===== config.mk =====
export PLATFORM = sky130hd
export DESIGN_NAME = load_cell_adc_reader_averaging_unit
export DESIGN_NICKNAME = d
export VERILOG_FILES = /design/src/hw/rtl/lcar_pkg.sv /design/src/hw/rtl/lcar_cfg.sv /design/src/hw/rtl/lcar_div.sv /design/src/hw/rtl/load_cell_adc_reader_averaging_unit.sv
export SDC_FILE = /design/constraint.sdc
export NUM_CORES = 1
export LEC_CHECK = 0
export BUFFER_PORTS_ARGS = -buffer_cell sky130_fd_sc_hd__buf_2
export CAP_MARGIN = 20
export CORE_MARGIN = 4
export CORE_UTILIZATION = 65
export CTS_BUF_LIST = sky130_fd_sc_hd__clkbuf_2 sky130_fd_sc_hd__clkbuf_4 sky130_fd_sc_hd__clkbuf_8
export CTS_CLUSTER_SIZE = 10
export DETAILED_ROUTE_END_ITERATION = 8
export PLACE_DENSITY = 0.87
export SYNTH_ARGS = -nofsm -noshare
export SYNTH_HDL_FRONTEND = slang
export SYNTH_SLANG_ARGS = --single-unit

===== constraint.sdc =====
create_clock -name clk -period 10.64 [get_ports clk]
set_clock_uncertainty 0.1 [all_clocks]
set_input_delay 1.064 -clock clk [delete_from_list [all_inputs] [get_ports clk]]
set_output_delay 1.064 -clock clk [all_outputs]
set_load 0.05 [all_outputs]

===== src/hw/rtl/lcar_pkg.sv =====
// shared types, constants and register map of the load cell reader
`default_nettype none

package lcar_pkg;

    // default converter word width
    localparam int SAMPLE_BITS_DEFAULT = 24;

    // field widths
    localparam int AVG_W = 8;
    localparam int RAW_W = 24;
    localparam int CPG_W = 31;
    localparam int MG_W  = 35;

    // configuration port
    localparam int APB_AW = 4;
    localparam int APB_DW = 32;

    // register indexes (paddr[3:2])
    localparam logic [1:0] REG_AVG_COUNT       = 2'd0;
    localparam logic [1:0] REG_ZERO_OFFSET     = 2'd1;
    localparam logic [1:0] REG_COUNTS_PER_GRAM = 2'd2;

    // register reset values
    localparam logic [AVG_W-1:0] AVG_COUNT_RST       = 8'd1;
    localparam logic [RAW_W-1:0] ZERO_OFFSET_RST     = 24'h80_0000;
    localparam logic [CPG_W-1:0] COUNTS_PER_GRAM_RST = 31'd1;

    // milligram scale
    localparam int MG_SCALE = 1000;
    localparam int MG_SCALE_W = 10;

    typedef struct packed {
        logic [AVG_W-1:0] avg_count;
        logic [RAW_W-1:0] zero_offset;
        logic [CPG_W-1:0] counts_per_gram;
    } cfg_t;

endpackage

`default_nettype wire


===== src/hw/rtl/lcar_cfg.sv =====
// configuration register file behind the apb-style port
`default_nettype none

module lcar_cfg (
    input  wire logic                        clk,
    input  wire logic                        rst_n,
    input  wire logic                        psel,
    input  wire logic                        penable,
    input  wire logic                        pwrite,
    input  wire logic [lcar_pkg::APB_AW-1:0] paddr,
    input  wire logic [lcar_pkg::APB_DW-1:0] pwdata,
    output logic      [lcar_pkg::APB_DW-1:0] prdata,
    output logic                             pready,
    output lcar_pkg::cfg_t                   cfg
);

    lcar_pkg::cfg_t cfg_reg;
    logic           wr_en;
    logic [1:0]     reg_idx;

    assign reg_idx = paddr[3:2];
    assign wr_en   = psel && penable && pwrite;
    assign pready  = 1'b1;
    assign cfg     = cfg_reg;

    always_ff @(posedge clk or negedge rst_n)
    begin
        if (!rst_n)
        begin
            cfg_reg.avg_count       <= lcar_pkg::AVG_COUNT_RST;
            cfg_reg.zero_offset     <= lcar_pkg::ZERO_OFFSET_RST;
            cfg_reg.counts_per_gram <= lcar_pkg::COUNTS_PER_GRAM_RST;
        end
        else if (wr_en)
        begin
            case (reg_idx)
                lcar_pkg::REG_AVG_COUNT:
                    cfg_reg.avg_count <= pwdata[lcar_pkg::AVG_W-1:0];
                lcar_pkg::REG_ZERO_OFFSET:
                    cfg_reg.zero_offset <= pwdata[lcar_pkg::RAW_W-1:0];
                lcar_pkg::REG_COUNTS_PER_GRAM:
                    cfg_reg.counts_per_gram <= pwdata[lcar_pkg::CPG_W-1:0];
                default:
                    cfg_reg <= cfg_reg;
            endcase
        end
    end

    always_comb
    begin
        case (reg_idx)
            lcar_pkg::REG_AVG_COUNT:
                prdata = lcar_pkg::APB_DW'(cfg_reg.avg_count);
            lcar_pkg::REG_ZERO_OFFSET:
                prdata = lcar_pkg::APB_DW'(cfg_reg.zero_offset);
            lcar_pkg::REG_COUNTS_PER_GRAM:
                prdata = lcar_pkg::APB_DW'(cfg_reg.counts_per_gram);
            default:
                prdata = '0;
        endcase
    end

endmodule

`default_nettype wire


===== src/hw/rtl/lcar_div.sv =====
// shared restoring divider, one quotient bit per cycle
`default_nettype none

module lcar_div #(
    parameter int N_W = 34,
    parameter int D_W = 31
) (
    input  wire logic           clk,
    input  wire logic           rst_n,
    input  wire logic           start,
    input  wire logic [N_W-1:0] dividend,
    input  wire logic [D_W-1:0] divisor,
    output logic                done,
    output logic      [N_W-1:0] quotient
);

    localparam int CNT_W = $clog2(N_W);

    logic             busy_reg;
    logic             done_reg;
    logic [CNT_W-1:0] cnt_reg;
    logic [D_W-1:0]   rem_reg;
    logic [D_W-1:0]   dvs_reg;
    logic [N_W-1:0]   quo_reg;

    logic [D_W:0]     trial;
    logic             fits;
    logic [D_W:0]     diff;

    assign trial = {rem_reg, quo_reg[N_W-1]};
    assign fits  = trial >= {1'b0, dvs_reg};
    assign diff  = trial - {1'b0, dvs_reg};

    assign done     = done_reg;
    assign quotient = quo_reg;

    always_ff @(posedge clk or negedge rst_n)
    begin
        if (!rst_n)
        begin
            busy_reg <= 1'b0;
            done_reg <= 1'b0;
        end
        else
        begin
            done_reg <= 1'b0;
            if (start)
            begin
                busy_reg <= 1'b1;
            end
            else if (busy_reg && cnt_reg == '0)
            begin
                busy_reg <= 1'b0;
                done_reg <= 1'b1;
            end
        end
    end

    always_ff @(posedge clk)
    begin
        if (start)
        begin
            rem_reg <= '0;
            dvs_reg <= divisor;
            quo_reg <= dividend;
            cnt_reg <= CNT_W'(N_W - 1);
        end
        else if (busy_reg)
        begin
            rem_reg <= fits ? diff[D_W-1:0] : trial[D_W-1:0];
            quo_reg <= {quo_reg[N_W-2:0], fits};
            cnt_reg <= cnt_reg - 1'b1;
        end
    end

    // partial remainder stays below the divisor
    a_rem_below: assert property (@(posedge clk) disable iff (!rst_n)
        busy_reg |-> (rem_reg < dvs_reg))
        else $error("divider remainder not below divisor");

    // no restart while a division runs
    a_no_restart: assert property (@(posedge clk) disable iff (!rst_n)
        start |-> !busy_reg)
        else $error("divider started while busy");

    // completion is a single-cycle pulse
    a_done_pulse: assert property (@(posedge clk) disable iff (!rst_n)
        done_reg |=> !done_reg)
        else $error("divider done held longer than one cycle");

endmodule

`default_nettype wire


===== src/hw/rtl/load_cell_adc_reader_averaging_unit.sv =====
// top level of the load cell converter reader with averaging
// usage:
// - each input transaction is one half-period tick of the converter serial
//   clock, carrying start_req and the sampled dout_level
// - each input transaction gives exactly one output transaction with the
//   serial clock level, busy flag and, on completion, the averaged reading
//   and the weight in milligrams
// - registers avg_count, zero_offset and counts_per_gram sit on the apb port
//   at byte addresses 0, 4 and 8; pready is always high
// tick flow:
// - an ordinary tick is worked out at acceptance; its result sits in the
//   output register in the next cycle, and the next tick is taken at once
//   unless the output stalls
// - the tick that completes a measurement makes two passes through the
//   shared one-bit-per-cycle divider (sum/count, then
//   difference*1000/counts_per_gram); in_stall is high meanwhile
// reset clears the tick state machine, the sequencer and output valid
// a stalled output holds its result; a new tick is then taken only at the
// edge where the held result leaves
`default_nettype none

module load_cell_adc_reader_averaging_unit #(
    parameter int SAMPLE_BITS = lcar_pkg::SAMPLE_BITS_DEFAULT
) (
    input  wire logic                               clk,
    input  wire logic                               rst_n,
    // configuration port
    input  wire logic                               psel,
    input  wire logic                               penable,
    input  wire logic                               pwrite,
    input  wire logic        [lcar_pkg::APB_AW-1:0] paddr,
    input  wire logic        [lcar_pkg::APB_DW-1:0] pwdata,
    output logic             [lcar_pkg::APB_DW-1:0] prdata,
    output logic                                    pready,
    // tick channel
    input  wire logic                               in_valid,
    output logic                                    in_stall,
    input  wire logic                               start_req,
    input  wire logic                               dout_level,
    // result channel
    output logic                                    out_valid,
    input  wire logic                               out_stall,
    output logic                                    sck_level,
    output logic                                    done_res,
    output logic             [lcar_pkg::RAW_W-1:0]  raw_average,
    output logic signed      [lcar_pkg::MG_W-1:0]   milligrams,
    output logic                                    busy_res
);

    // widths derived from the word size
    localparam int SUM_W  = SAMPLE_BITS + lcar_pkg::AVG_W;
    localparam int AW     = (SAMPLE_BITS > lcar_pkg::RAW_W) ? SAMPLE_BITS : lcar_pkg::RAW_W;
    localparam int PROD_W = AW + lcar_pkg::MG_SCALE_W;
    localparam int EXT_W  = (PROD_W > lcar_pkg::MG_W) ? PROD_W : lcar_pkg::MG_W;
    localparam int BC_W   = $clog2(SAMPLE_BITS + 1);

    // converter protocol phase, one step per tick
    typedef enum logic [2:0] {
        PH_IDLE,
        PH_WAIT,
        PH_SHIFT,
        PH_PULSE,
        PH_PULSE_END
    } phase_t;

    // arithmetic sequencer for the completing tick
    typedef enum logic [2:0] {
        SQ_TICK,
        SQ_AVG,
        SQ_MUL,
        SQ_MG_GO,
        SQ_MG
    } seq_t;

    lcar_pkg::cfg_t cfg;

    // tick state
    phase_t                  phase_reg, phase_next;
    logic [BC_W-1:0]         bit_cnt_reg, bit_cnt_next;
    logic [SAMPLE_BITS-1:0]  shift_reg, shift_next;
    logic [SUM_W-1:0]        sum_reg, sum_next;
    logic [lcar_pkg::AVG_W-1:0] taken_reg, taken_next;
    logic                    clk_high_reg, clk_high_next;

    // sequencer and datapath
    seq_t                    seq_reg, seq_next;
    logic [AW-1:0]           avg_reg, avg_next;
    logic [AW-1:0]           mag_reg, mag_next;
    logic                    neg_reg, neg_next;
    logic [PROD_W-1:0]       prod_reg, prod_next;

    // output register
    logic                    out_valid_reg, out_valid_next;
    logic                    sck_reg, sck_next;
    logic                    done_reg, done_next;
    logic [lcar_pkg::RAW_W-1:0] raw_reg, raw_next;
    logic [lcar_pkg::MG_W-1:0]  mg_reg, mg_next;
    logic                    busy_reg, busy_next;

    // divider hookup
    logic                    div_start;
    logic [PROD_W-1:0]       div_dividend;
    logic [lcar_pkg::CPG_W-1:0] div_divisor;
    logic                    div_done;
    logic [PROD_W-1:0]       div_quo;

    logic                    accept;
    logic                    out_free;

    lcar_cfg u_cfg (
        .clk     (clk),
        .rst_n   (rst_n),
        .psel    (psel),
        .penable (penable),
        .pwrite  (pwrite),
        .paddr   (paddr),
        .pwdata  (pwdata),
        .prdata  (prdata),
        .pready  (pready),
        .cfg     (cfg)
    );

    lcar_div #(
        .N_W (PROD_W),
        .D_W (lcar_pkg::CPG_W)
    ) u_div (
        .clk      (clk),
        .rst_n    (rst_n),
        .start    (div_start),
        .dividend (div_dividend),
        .divisor  (div_divisor),
        .done     (div_done),
        .quotient (div_quo)
    );

    // output register empties or is taken this cycle
    assign out_free = !out_valid_reg || !out_stall;
    assign in_stall = (seq_reg != SQ_TICK) || !out_free;
    assign accept   = in_valid && !in_stall;

    assign out_valid   = out_valid_reg;
    assign sck_level   = sck_reg;
    assign done_res    = done_reg;
    assign raw_average = raw_reg;
    assign milligrams  = $signed(mg_reg);
    assign busy_res    = busy_reg;

    always_comb
    begin
        logic [lcar_pkg::AVG_W-1:0] n_cnt;
        logic [lcar_pkg::CPG_W-1:0] cpg;
        logic [SAMPLE_BITS-1:0]     raw_word;
        logic                       final_tick;
        logic signed [AW:0]         diff;
        logic [EXT_W-1:0]           q_ext;
        logic [EXT_W-1:0]           mg_full;

        // defaults: hold
        phase_next     = phase_reg;
        bit_cnt_next   = bit_cnt_reg;
        shift_next     = shift_reg;
        sum_next       = sum_reg;
        taken_next     = taken_reg;
        clk_high_next  = clk_high_reg;
        seq_next       = seq_reg;
        avg_next       = avg_reg;
        mag_next       = mag_reg;
        neg_next       = neg_reg;
        prod_next      = prod_reg;
        out_valid_next = out_valid_reg && out_stall;
        sck_next       = sck_reg;
        done_next      = done_reg;
        raw_next       = raw_reg;
        mg_next        = mg_reg;
        busy_next      = busy_reg;
        div_start      = 1'b0;
        div_dividend   = PROD_W'(sum_next);
        div_divisor    = '0;
        final_tick     = 1'b0;

        // zero count or divisor act as one
        n_cnt    = (cfg.avg_count == '0) ? lcar_pkg::AVG_W'(1) : cfg.avg_count;
        cpg      = (cfg.counts_per_gram == '0) ? lcar_pkg::CPG_W'(1) : cfg.counts_per_gram;
        // offset binary: invert the sign bit
        raw_word = {~shift_reg[SAMPLE_BITS-1], shift_reg[SAMPLE_BITS-2:0]};
        diff     = '0;
        q_ext    = EXT_W'(div_quo);
        mg_full  = neg_reg ? (~q_ext + 1'b1) : q_ext;

        case (seq_reg)
            SQ_TICK:
            begin
                if (accept)
                begin
                    sck_next = 1'b0;
                    case (phase_reg)
                        PH_IDLE:
                        begin
                            if (start_req)
                            begin
                                sum_next   = '0;
                                taken_next = '0;
                                phase_next = PH_WAIT;
                            end
                        end
                        PH_WAIT:
                        begin
                            // converter signals data ready by pulling dout low
                            if (!dout_level)
                            begin
                                shift_next    = '0;
                                bit_cnt_next  = '0;
                                clk_high_next = 1'b1;
                                sck_next      = 1'b1;
                                phase_next    = PH_SHIFT;
                            end
                        end
                        PH_SHIFT:
                        begin
                            if (clk_high_reg)
                            begin
                                // falling edge: take the bit
                                shift_next    = {shift_reg[SAMPLE_BITS-2:0], dout_level};
                                bit_cnt_next  = bit_cnt_reg + 1'b1;
                                clk_high_next = 1'b0;
                                if (bit_cnt_next >= BC_W'(SAMPLE_BITS))
                                begin
                                    phase_next = PH_PULSE;
                                end
                            end
                            else
                            begin
                                clk_high_next = 1'b1;
                                sck_next      = 1'b1;
                            end
                        end
                        PH_PULSE:
                        begin
                            // extra pulse selects the next conversion
                            clk_high_next = 1'b1;
                            sck_next      = 1'b1;
                            phase_next    = PH_PULSE_END;
                        end
                        default:
                        begin
                            clk_high_next = 1'b0;
                            sum_next      = sum_reg + SUM_W'(raw_word);
                            taken_next    = taken_reg + 1'b1;
                            if (taken_next >= n_cnt)
                            begin
                                final_tick = 1'b1;
                                phase_next = PH_IDLE;
                            end
                            else
                            begin
                                phase_next = PH_WAIT;
                            end
                        end
                    endcase

                    if (final_tick)
                    begin
                        // average first, result leaves after the arithmetic
                        div_start    = 1'b1;
                        div_dividend = PROD_W'(sum_next);
                        div_divisor  = lcar_pkg::CPG_W'(n_cnt);
                        done_next    = 1'b1;
                        busy_next    = 1'b0;
                        seq_next     = SQ_AVG;
                    end
                    else
                    begin
                        out_valid_next = 1'b1;
                        done_next      = 1'b0;
                        raw_next       = '0;
                        mg_next        = '0;
                        busy_next      = (phase_next != PH_IDLE);
                    end
                end
            end
            SQ_AVG:
            begin
                if (div_done)
                begin
                    avg_next = AW'(div_quo[SAMPLE_BITS-1:0]);
                    diff     = $signed({1'b0, AW'(div_quo[SAMPLE_BITS-1:0])})
                             - $signed((AW + 1)'(cfg.zero_offset));
                    neg_next = diff[AW];
                    mag_next = diff[AW] ? AW'(-diff) : diff[AW-1:0];
                    seq_next = SQ_MUL;
                end
            end
            SQ_MUL:
            begin
                prod_next = PROD_W'(mag_reg) * PROD_W'(lcar_pkg::MG_SCALE);
                seq_next  = SQ_MG_GO;
            end
            SQ_MG_GO:
            begin
                div_start    = 1'b1;
                div_dividend = prod_reg;
                div_divisor  = cpg;
                seq_next     = SQ_MG;
            end
            default:
            begin
                if (div_done)
                begin
                    // magnitude quotient with sign restored truncates toward zero
                    raw_next       = avg_reg[lcar_pkg::RAW_W-1:0];
                    mg_next        = mg_full[lcar_pkg::MG_W-1:0];
                    out_valid_next = 1'b1;
                    seq_next       = SQ_TICK;
                end
            end
        endcase
    end

    always_ff @(posedge clk or negedge rst_n)
    begin
        if (!rst_n)
        begin
            phase_reg     <= PH_IDLE;
            bit_cnt_reg   <= '0;
            shift_reg     <= '0;
            sum_reg       <= '0;
            taken_reg     <= '0;
            clk_high_reg  <= 1'b0;
            seq_reg       <= SQ_TICK;
            out_valid_reg <= 1'b0;
        end
        else
        begin
            phase_reg     <= phase_next;
            bit_cnt_reg   <= bit_cnt_next;
            shift_reg     <= shift_next;
            sum_reg       <= sum_next;
            taken_reg     <= taken_next;
            clk_high_reg  <= clk_high_next;
            seq_reg       <= seq_next;
            out_valid_reg <= out_valid_next;
        end
    end

    // datapath and output payload, no reset needed
    always_ff @(posedge clk)
    begin
        avg_reg  <= avg_next;
        mag_reg  <= mag_next;
        neg_reg  <= neg_next;
        prod_reg <= prod_next;
        sck_reg  <= sck_next;
        done_reg <= done_next;
        raw_reg  <= raw_next;
        mg_reg   <= mg_next;
        busy_reg <= busy_next;
    end

    // the divider only reports back while the sequencer waits for it
    a_div_done_wait: assert property (@(posedge clk) disable iff (!rst_n)
        div_done |-> (seq_reg == SQ_AVG || seq_reg == SQ_MG))
        else $error("divider finished outside a wait state");

    // the output register is empty while the arithmetic runs
    a_out_empty_busy: assert property (@(posedge clk) disable iff (!rst_n)
        (seq_reg != SQ_TICK) |-> !out_valid_reg)
        else $error("result pending during measurement arithmetic");

    // a stalled result stays put
    a_out_hold: assert property (@(posedge clk) disable iff (!rst_n)
        (out_valid_reg && out_stall) |=>
            (out_valid_reg && $stable({sck_reg, done_reg, raw_reg, mg_reg, busy_reg})))
        else $error("stalled result changed");

endmodule

`default_nettype wire


Yosys cells after proc, flatten, opt, wreduce, memory -nomap -nowiden:

Index checks and enable logic that the tools add are counted.
W data, S select, Z words.

* add/sub/neg operators: 8
* multiply operators: 1
* magnitude comparators: 3
* equality and inequality tests: 15
* muxes and demuxes: 65
* bitwise gates (word level): 5
* reduce and logical (&&, ||, !) cells: 37

Operator list (count)
* $mux W24: 6
* $mux W35: 4
* $mux W32: 3
* $pmux W24 S2: 2
* $pmux W31 S3: 1
* $pmux W35 S2: 1
* $mux W34: 2
* $pmux W34 S2: 1
* $pmux W32 S2: 1
* $mux W31: 2
* $pmux W31 S2: 1
* $add A35 B1 Y35 const B: 1
* $not A34 Y35: 1
* $add A32 B24 Y32: 1
* $ge A32 B31 Y1: 1
* $mux W8: 4
* $logic_not A31 Y1: 1
* $mul A24 B7 Y31 const B: 1
* $sub A31 B31 Y31: 1
* $mux W3: 10
* $sub A24 B24 Y25: 1
* $neg A24 Y24: 1
* $pmux W3 S4: 2
* $mux W1: 17
* other kinds (33): 68

* register bits: 386
* input bits: 45
* output and inout port bits: 97
* word-level logic and storage cells: 160

Longest topological paths before layout:

Gate-level depths: netlist of run 1.

* depth in word-level cells: 12
* mapped depth: 18
* mapped depth without buffers: 18

Hierarchy:

Synthesis of run 1 repeated with hierarchy kept, for this count alone.

* cell total of the unflattened synthesis: 2529
* area total of the unflattened synthesis: 25714.7 um^2

Modules (own cells, without submodules)
* load_cell_adc_reader_averaging_unit: instances 1, cells an instance 1714, area an instance 16684.8 um^2, sequential area each 6190.9 um^2
* lcar_div: instances 1, cells an instance 619, area an instance 6180.9 um^2, sequential area each 2742.6 um^2
* lcar_cfg: instances 1, cells an instance 196, area an instance 2849.0 um^2, sequential area each 1580.3 um^2

Worst setup path after synthesis of run 1:

OpenSTA, ideal clock, no wires.

* path kind: reg-to-reg
* start point: register u_cfg.cfg_reg, in the netlist u_cfg.cfg[58]
* end point: register mg_reg, in the netlist milligrams[0], enable pin
* setup time: 0.557 ns
* arrival: 6.254 ns
* data required time: 9.983 ns
* path slack: 3.728 ns
* stages on the path, launching flop included: 12
* path buffers: 0
* period minus slack after synthesis: 6.912 ns
* cell sequence: dfrtp_1 > nor4_1 > a41o_1 > ha_1 > nand2b_1 > a21o_1 > a21o_1 > a21oi_1 > o21ai_0 > a21oi_1 > nor2_1 > o21ai_0

* longest elaborated chain between the ends: 9

Ends and longest elaborated chain
* start, declared: line lcar_cfg.sv:17 `lcar_pkg::cfg_t cfg_reg;`
* start signal, assigned: line lcar_cfg.sv:44 `cfg_reg <= cfg_reg;`
* $logic_not A8 Y1: line load_cell_adc_reader_averaging_unit.sv:182 `n_cnt = (cfg.avg_count == '0) ? lcar_pkg::AVG_W'(1) : cfg.avg_count;`
* $mux W8 (*): line load_cell_adc_reader_averaging_unit.sv:182
* $ge A8 B8 Y1 (*): line load_cell_adc_reader_averaging_unit.sv:249 `if (taken_next >= n_cnt)`
* $mux W1 (*): line load_cell_adc_reader_averaging_unit.sv:249
* $mux W1 (*): line load_cell_adc_reader_averaging_unit.sv:196 `case (phase_reg)`
* $mux W1 (*): line load_cell_adc_reader_averaging_unit.sv:193 `if (accept)`
* $mux W1 (*): line load_cell_adc_reader_averaging_unit.sv:190 `case (seq_reg)`
* $ne A2 B2 Y1 (no line) (*)
* $reduce_and A4 Y1 (no line) (*)
* end signal, assigned: line load_cell_adc_reader_averaging_unit.sv:355 `mg_reg <= mg_next;`
* end, declared: line load_cell_adc_reader_averaging_unit.sv:97 `logic [lcar_pkg::MG_W-1:0] mg_reg, mg_next;`

Every way passes the cells marked *; elsewhere a longest branch is shown, timed or not. The select of a mux whose other input is x is not followed.
A chain may end at the register's enable or synchronous reset.

Worst setup path in the final report of run 1:

* start point: register mag_reg[6]
* end point: register prod_reg[24] (data pin)

* longest elaborated chain between the ends: 1

Ends and longest elaborated chain
* start, declared: line load_cell_adc_reader_averaging_unit.sv:88 `logic [AW-1:0] mag_reg, mag_next;`
* start signal, assigned: line load_cell_adc_reader_averaging_unit.sv:349 `mag_reg <= mag_next;`
* $mul A24 B7 Y31: line load_cell_adc_reader_averaging_unit.sv:295 `prod_next = PROD_W'(mag_reg) * PROD_W'(lcar_pkg::MG_SCALE);`
* end signal, assigned: line load_cell_adc_reader_averaging_unit.sv:351 `prod_reg <= prod_next;`
* end, declared: line load_cell_adc_reader_averaging_unit.sv:90 `logic [PROD_W-1:0] prod_reg, prod_next;`

No other way between the ends.

==> results of run 1 <==
cells in the final DEF, fill, tap and decap left out, types with 31 or more instances in the layout:
cell and count:
clkbuf_8 73, xor2_1 65, xnor2_1 93, o21ai_0 208
nand2_1 218, edfxtp_1 207, a21o_1 58, and2_1 57
a21oi_1 158, dfrtp_1 138, dfxtp_1 37, fa_1 89
nor2_1 170, mux2_2 42, ha_1 162, nand3_1 31
inv_1 208, buf_2 135
metal layers:
layer / GRT usage / up-vias / part of all wire
met5: 0 / - / 0
met4: 0.1748 / 0 / 0.064
met3: 0.05663 / 246 / 0.069
met2: 0.5250 / 864 / 0.49
met1: 0.3875 / 9449 / 0.38
li1: - / 8830 / -
how the worst max path moves through the flow:
stage / depth (start not counted) / endpoint / slack (ns)
after floorplan: 11 / milligrams[0] / 3.73
after global placement: 17 / prod_reg[32] / 5.32
after detailed placement: 17 / prod_reg[24] / 5.15
after CTS: 17 / prod_reg[24] / 5.10
after global routing: 17 / prod_reg[26] / 4.84
final: 17 / prod_reg[24] / 5.11
area by class of cell:
class	count	area (sq um)
Antenna cell	3	7.507
Clock buffer	101	1215
Clock inverter	23	187.7
Fill cell	2439	9804
Inverter	210	788.3
Multi-Input combinational cell	1743	12820
Sequential cell	386	10520
Tap cell	504	630.6
Timing Repair Buffer	162	905.9
per-stage QoR:
step / total power [W] / hold slack (ns) / util / instance area, sq um
after floorplan: 0.002596 / 0.3261 / - / 24470
after global placement: 0.002804 / 0.3554 / 0.6948 / 25620
after detailed placement: 0.002849 / 0.3759 / 0.6956 / 25650
after CTS: 0.004279 / 0.3418 / 0.7336 / 27050
after global routing: 0.004473 / 0.3776 / 0.7340 / 27070
final: 0.004290 / 0.3321 / 0.7341 / 27070
report_power, final:
group	internal (W)	leakage [nW]	switching (W)	total [W]
Sequential	0.00173	3.97	0.000121	0.00185
Combinational	0.000373	7.29	0.000635	0.00101
Clock	0.000790	0.751	0.000645	0.00143
Total	0.00289	12.0	0.00140	0.00429
logic make-up after synthesis:
logic type / synth area share
compound gates: 0.1563
xor+xnor: 0.05655
fa+ha+maj: 0.1556
mux: 0.02669
buf+inv: 0.04806
flops: 0.4296
other cells: 0.0003069
simple gates: 0.1268
==> out/qor.yml, run 1 <==
timing:
  worstMarginPinSlew_ns: 1.111
  layout_setup_ws_ns: 5.110
  maxSlewViolCount: 0
  finalSetupViolCount: 0
  final.min_clock_period_ns: 5.530
  fmax_ghz: 0.1808
  layout_worst_path_cycle_share: 0.5197
  hold_violations: 0
  fin_tns_setup_ns: 0
  maxSlewHeadroom: 0.2595
  rsz0062_at_grt: "false"
worst_setup_path:
  r2r-end: "prod_reg[24]"
  cp_cell_sequence: "inv_1, fa_1, fa_1, fa_1, fa_1, inv_1, ha_1, a21o_1, a21o_1, a21oi_1, o21ai_0, o21a_1, o41a_1, a21oi_1, o21bai_1, a21oi_1, xnor2_1"
  worst_ep_required_time_ns: 10.90
  critPathTopFamily: "adder cells"
  path_class: "register to register"
  ff2ff_path_depth: 17
  critPathBufInv: 2
  critPathMaxFanout: 5
  cp_slowest_cell: "fa_1"
  setup.worst_path.start_class: "register"
  regToRegSetupSlack_ns: 5.11
  arrival_ns: 5.79
  worstSetupStartpoint: "mag_reg[6]"
  critPathCaptureType: "register"
  crit_top_cell: "fa_1"
  slowest_delay_ns: 0.57
  r2r-start: "mag_reg[6]"
floorplan:
  die_w_um: 202.0
  core_sq_um: 36870
  die-area_sq_um: 40820
  row_count: 70
  initial_core_util: 0.6637
  die_y_um: 202.0
  ios: 142
cts:
  clock_sinks: 386
  htreeDepth: 3
  clock_latency_ns: 0.63
  cts_buffer_depth: 3
  numCtsBuffers: 67
  root_buffer: "clkbuf_8"
  cts_hold_buf: 0
  cts.reportedPaths.clkPinSlew_ns: 0.07
  cts_tree: "built"
  cts_setup_buffers: 0
  cts_resized: 0
routing:
  ant_nets: 0
  via_per_inst: 6.191
  via_count: 19390
  drcViolationCount: 0
  wirelength_mm: 64.33
  first_pass_iters: 6
  drt_iter0_markers: 1945
  post_drt_wl_per_cell_um: 20.54
cells_and_area:
  finalNonFillerCells: 3132
  area_delta_synth_final_pct: 10.61
  largest_reg_flops: 63
  drive_gt1_frac: 0.1341
  nNetsFinal: 2866
yosys:
  synth_cell_types: 75
  synth.top_cell.area_share: 0.2540
  netlist_top_cells_count: "nand2_1, inv_1, o21ai_0, edfxtp_1, nor2_1"
  synth_area_leaders: "edfxtp_1, dfrtp_1, ha_1"
  ys_warn_count: 0
  seq_area_frac_synth: 0.4296
  ys.flop_type: "edfxtp_1"
  synth_nets: 2734
  synthArstFlopShare: 0.3679
  synth_edf_count: 207
  synth_area_sq_um: 24470
  synth_largest_area_cell: "edfxtp_1"
  synth.most_common_cell: "nand2_1"
  avgSynthCellArea_sq_um: 10.04
  ys_ff_latch: 386
  netlist_instances: 2438
grt:
  grt.total_usage: 0.3139
  grt.overflow.total: 0
  grt_pass1_vias: 19610
  antenna_found_initial: 3
  grt_max_degree: 77
  grt_pass1_wl_mm: 103.1
placement:
  dp_hpwl_mm: 47.05
  dp.cells: 3004
  place_ws_ns: 5.146
  gp_congestion: 0.9247
  port-buffer-count: 136
run:
  max-cap-violations: 0
power_and_ir_drop:
  max-vdd-ir-drop_mv: 0.1019
  cellPowerDensity_nw_per_um2: 158.5
  leakagePower_nw: 12.01
hold_path:
  hold_class: "input pin to async pin"
outcome:
  status: "finished, final reports clean"
Power figures use the tool's default switching activity.
==> run 2, diff against run 1 <==
CORE_UTILIZATION = 64   (was 65)
PLACE_DENSITY = 0.86   (was 0.87)
clock period = 5.2 ns   (was 10.64 ns; I/O delays follow)
==> run 2 against run 1 <==
Compared with the run above:
- maximum frequency increased by 7.4%
- utilization is 0.59 points lower
- die area is 1.5% higher
- final area increased by 1.3%
- power rose by 100%
- via count up 0.42%
- critical path type unchanged
- worst hold slack worse by 0.31 ns
- final cell count increased by 1.4%
- critical endpoint is now prod_reg[30]
==> out/qor.yml, run 2 (synthesis results as in run 1) <==
grt:
  grt_pass1_wl_mm: 103.8
  grt_max_degree: 101
  grt_pass1_vias: 19770
  grt.overflow.total: 0
  antenna_found_initial: 1
  grt.total_usage: 0.3165
cts:
  cts_tree: "built"
  htreeDepth: 3
  cts.reportedPaths.clkPinSlew_ns: 0.06
  clock_sinks: 386
  root_buffer: "clkbuf_8"
  clock_latency_ns: 0.65
  numCtsBuffers: 66
  cts_buffer_depth: 3
outcome:
  status: "finished, final reports clean"
floorplan:
  ios: 142
  initial_core_util: 0.6497
  die_y_um: 203.5
  core_sq_um: 37670
  die_w_um: 203.5
  die-area_sq_um: 41430
  row_count: 71
worst_setup_path:
  crit_top_cell: "fa_1"
  critPathMaxFanout: 3
  critPathCaptureType: "register"
  cp_slowest_cell: "fa_1"
  worst_ep_required_time_ns: 5.48
  path_class: "register to register"
  slowest_delay_ns: 0.64
  arrival_ns: 5.43
  worstSetupStartpoint: "mag_reg[0]"
  cp_cell_sequence: "fa_1, fa_1, inv_1, fa_1, fa_1, inv_2, ha_4, a21oi_4, nor2b_1, o21a_1, o211a_1, o21a_1, o41a_1, a31oi_4, o21bai_1, a21oi_1, xnor2_1"
  r2r-start: "mag_reg[0]"
  setup.worst_path.start_class: "register"
cells_and_area:
  register_area_sq_um: 10520
  multi_input_area_sq_um: 12910
  n_fill_cell: 2632
  area_delta_synth_final_pct: 12.09
  nNetsFinal: 2907
  layout_commonest_cell: "nand2_1"
  drive_gt1_frac: 0.1506
  final_cell_mix: "nand2_1, o21ai_0, edfxtp_1"
  largest_reg_flops: 63
power_and_ir_drop:
  total_power_w: 0.008638
  p_int_w: 0.005785
  p_seq_frac: 0.438
  switchingPower_w: 0.002853
  p_sw_frac: 0.3303
  leakagePower_nw: 12.15
  max-vdd-ir-drop_mv: 0.2333
  power_frac_comb: 0.240
  pwr-share-clk: 0.323
  cellPowerDensity_nw_per_um2: 314.9
timing:
  rsz0062_at_grt: "true"
  hold_violations: 0
  layout_setup_ws_ns: 0.05058
  maxSlewViolCount: 0
  finalSetupViolCount: 0
  fin_tns_setup_ns: 0
  final.min_clock_period_ns: 5.149
  fmax_ghz: 0.1942
  layout_worst_path_cycle_share: 0.9903
  whs_ns: 0.01888
  worstMarginPinSlew_ns: 1.091
  maxSlewHeadroom: 0.2728
routing:
  ant_nets: 0
  wirelength_mm: 66.24
  via_per_inst: 6.132
  post_drt_wl_per_cell_um: 20.86
  drt_iter0_markers: 1935
  first_pass_iters: 6
  drcViolationCount: 0
  via_count: 19470
run:
  max-cap-violations: 0
placement:
  gp_congestion: 0.9200
  port-buffer-count: 136
  place_ws_ns: -0.1084
  dp_hpwl_mm: 48.60
hold_path:
  hold_start: "pwdata[16]"
  hold_class: "input pin to register"
[run 2: per-stage QoR]
step,utilization,cell area [sq um],cells
finish,0.7282,27430,3175
global route,0.7282,27430,3175
CTS,0.7237,27260,3166
detailed placement,0.6852,25810,3034
global placement,0.6852,25810,3034
floorplan,-,24470,2438
[run 2: critical path, delay by kind of cell (launching register included)]
family | cells | cell delay, ns
AO/OA/AOI/OAI | 8 | 1.75
adder cells (fa/ha/maj) | 5 | 2.31
XOR/XNOR | 1 | 0.10
flip-flops | 1 | 0.43
AND/OR/NAND/NOR | 1 | 0.06
buffers and inverters | 2 | 0.14
[run 2: worst paths after layout]
check                           endpoint  slack (ns)  depth (start not counted)
setup / recovery            prod_reg[30]        0.05                         17
hold / removal             u_cfg.cfg[47]        0.02                          3
setup reg to reg            prod_reg[30]        0.05                         17
hold reg to reg               u_div.done        0.37                          1
max in group asynchronous  u_cfg.cfg[54]        3.31                          3
min in group asynchronous  shift_reg[21]        0.46                          2
[run 2: final cells by class]
| cell class | count | area share |
|---|---|---|
| multi-input combinational | 1743 | 0.4707 |
| sequential | 386 | 0.3834 |
| timing repair buffer | 204 | 0.04584 |
| clock buffer | 100 | 0.04379 |
| inverter | 210 | 0.02892 |
| tap | 511 | 0.02331 |
| clock inverter | 20 | 0.004014 |
| antenna | 1 | 0.00009123 |
[run 2: power groups by stage]
stage / clock network (W) / registers (W) / logic (W)
final: 0.00279 / 0.00378 / 0.00207
after floorplan: 0 / 0.00382 / 0.00149
after global routing: 0.00296 / 0.00381 / 0.00226
after CTS: 0.00281 / 0.00377 / 0.00204
after global placement: 0 / 0.00381 / 0.00196
after detailed placement: 0 / 0.00382 / 0.00201
[run 2: per-layer routing]
metal | wire (um) | part of all wire | track usage | up-vias
li1 | - | - | - | 8908
met1 | 25210 | 0.38 | 0.3916 | 9473
met2 | 32700 | 0.49 | 0.5303 | 855
met3 | 4600 | 0.069 | 0.05724 | 234
met4 | 3724 | 0.056 | 0.1735 | 0
met5 | 0 | 0 | 0 | -
[run 2: what timing repair did]
action                                 CTS  global route
buffers inserted                         0             6
endpoints found under the hold margin  109             0
cloned                                   0             0
resized for setup                        5            24
setup endpoints to repair                4             8
pin swaps                                0            16
hold buffers                            12             0
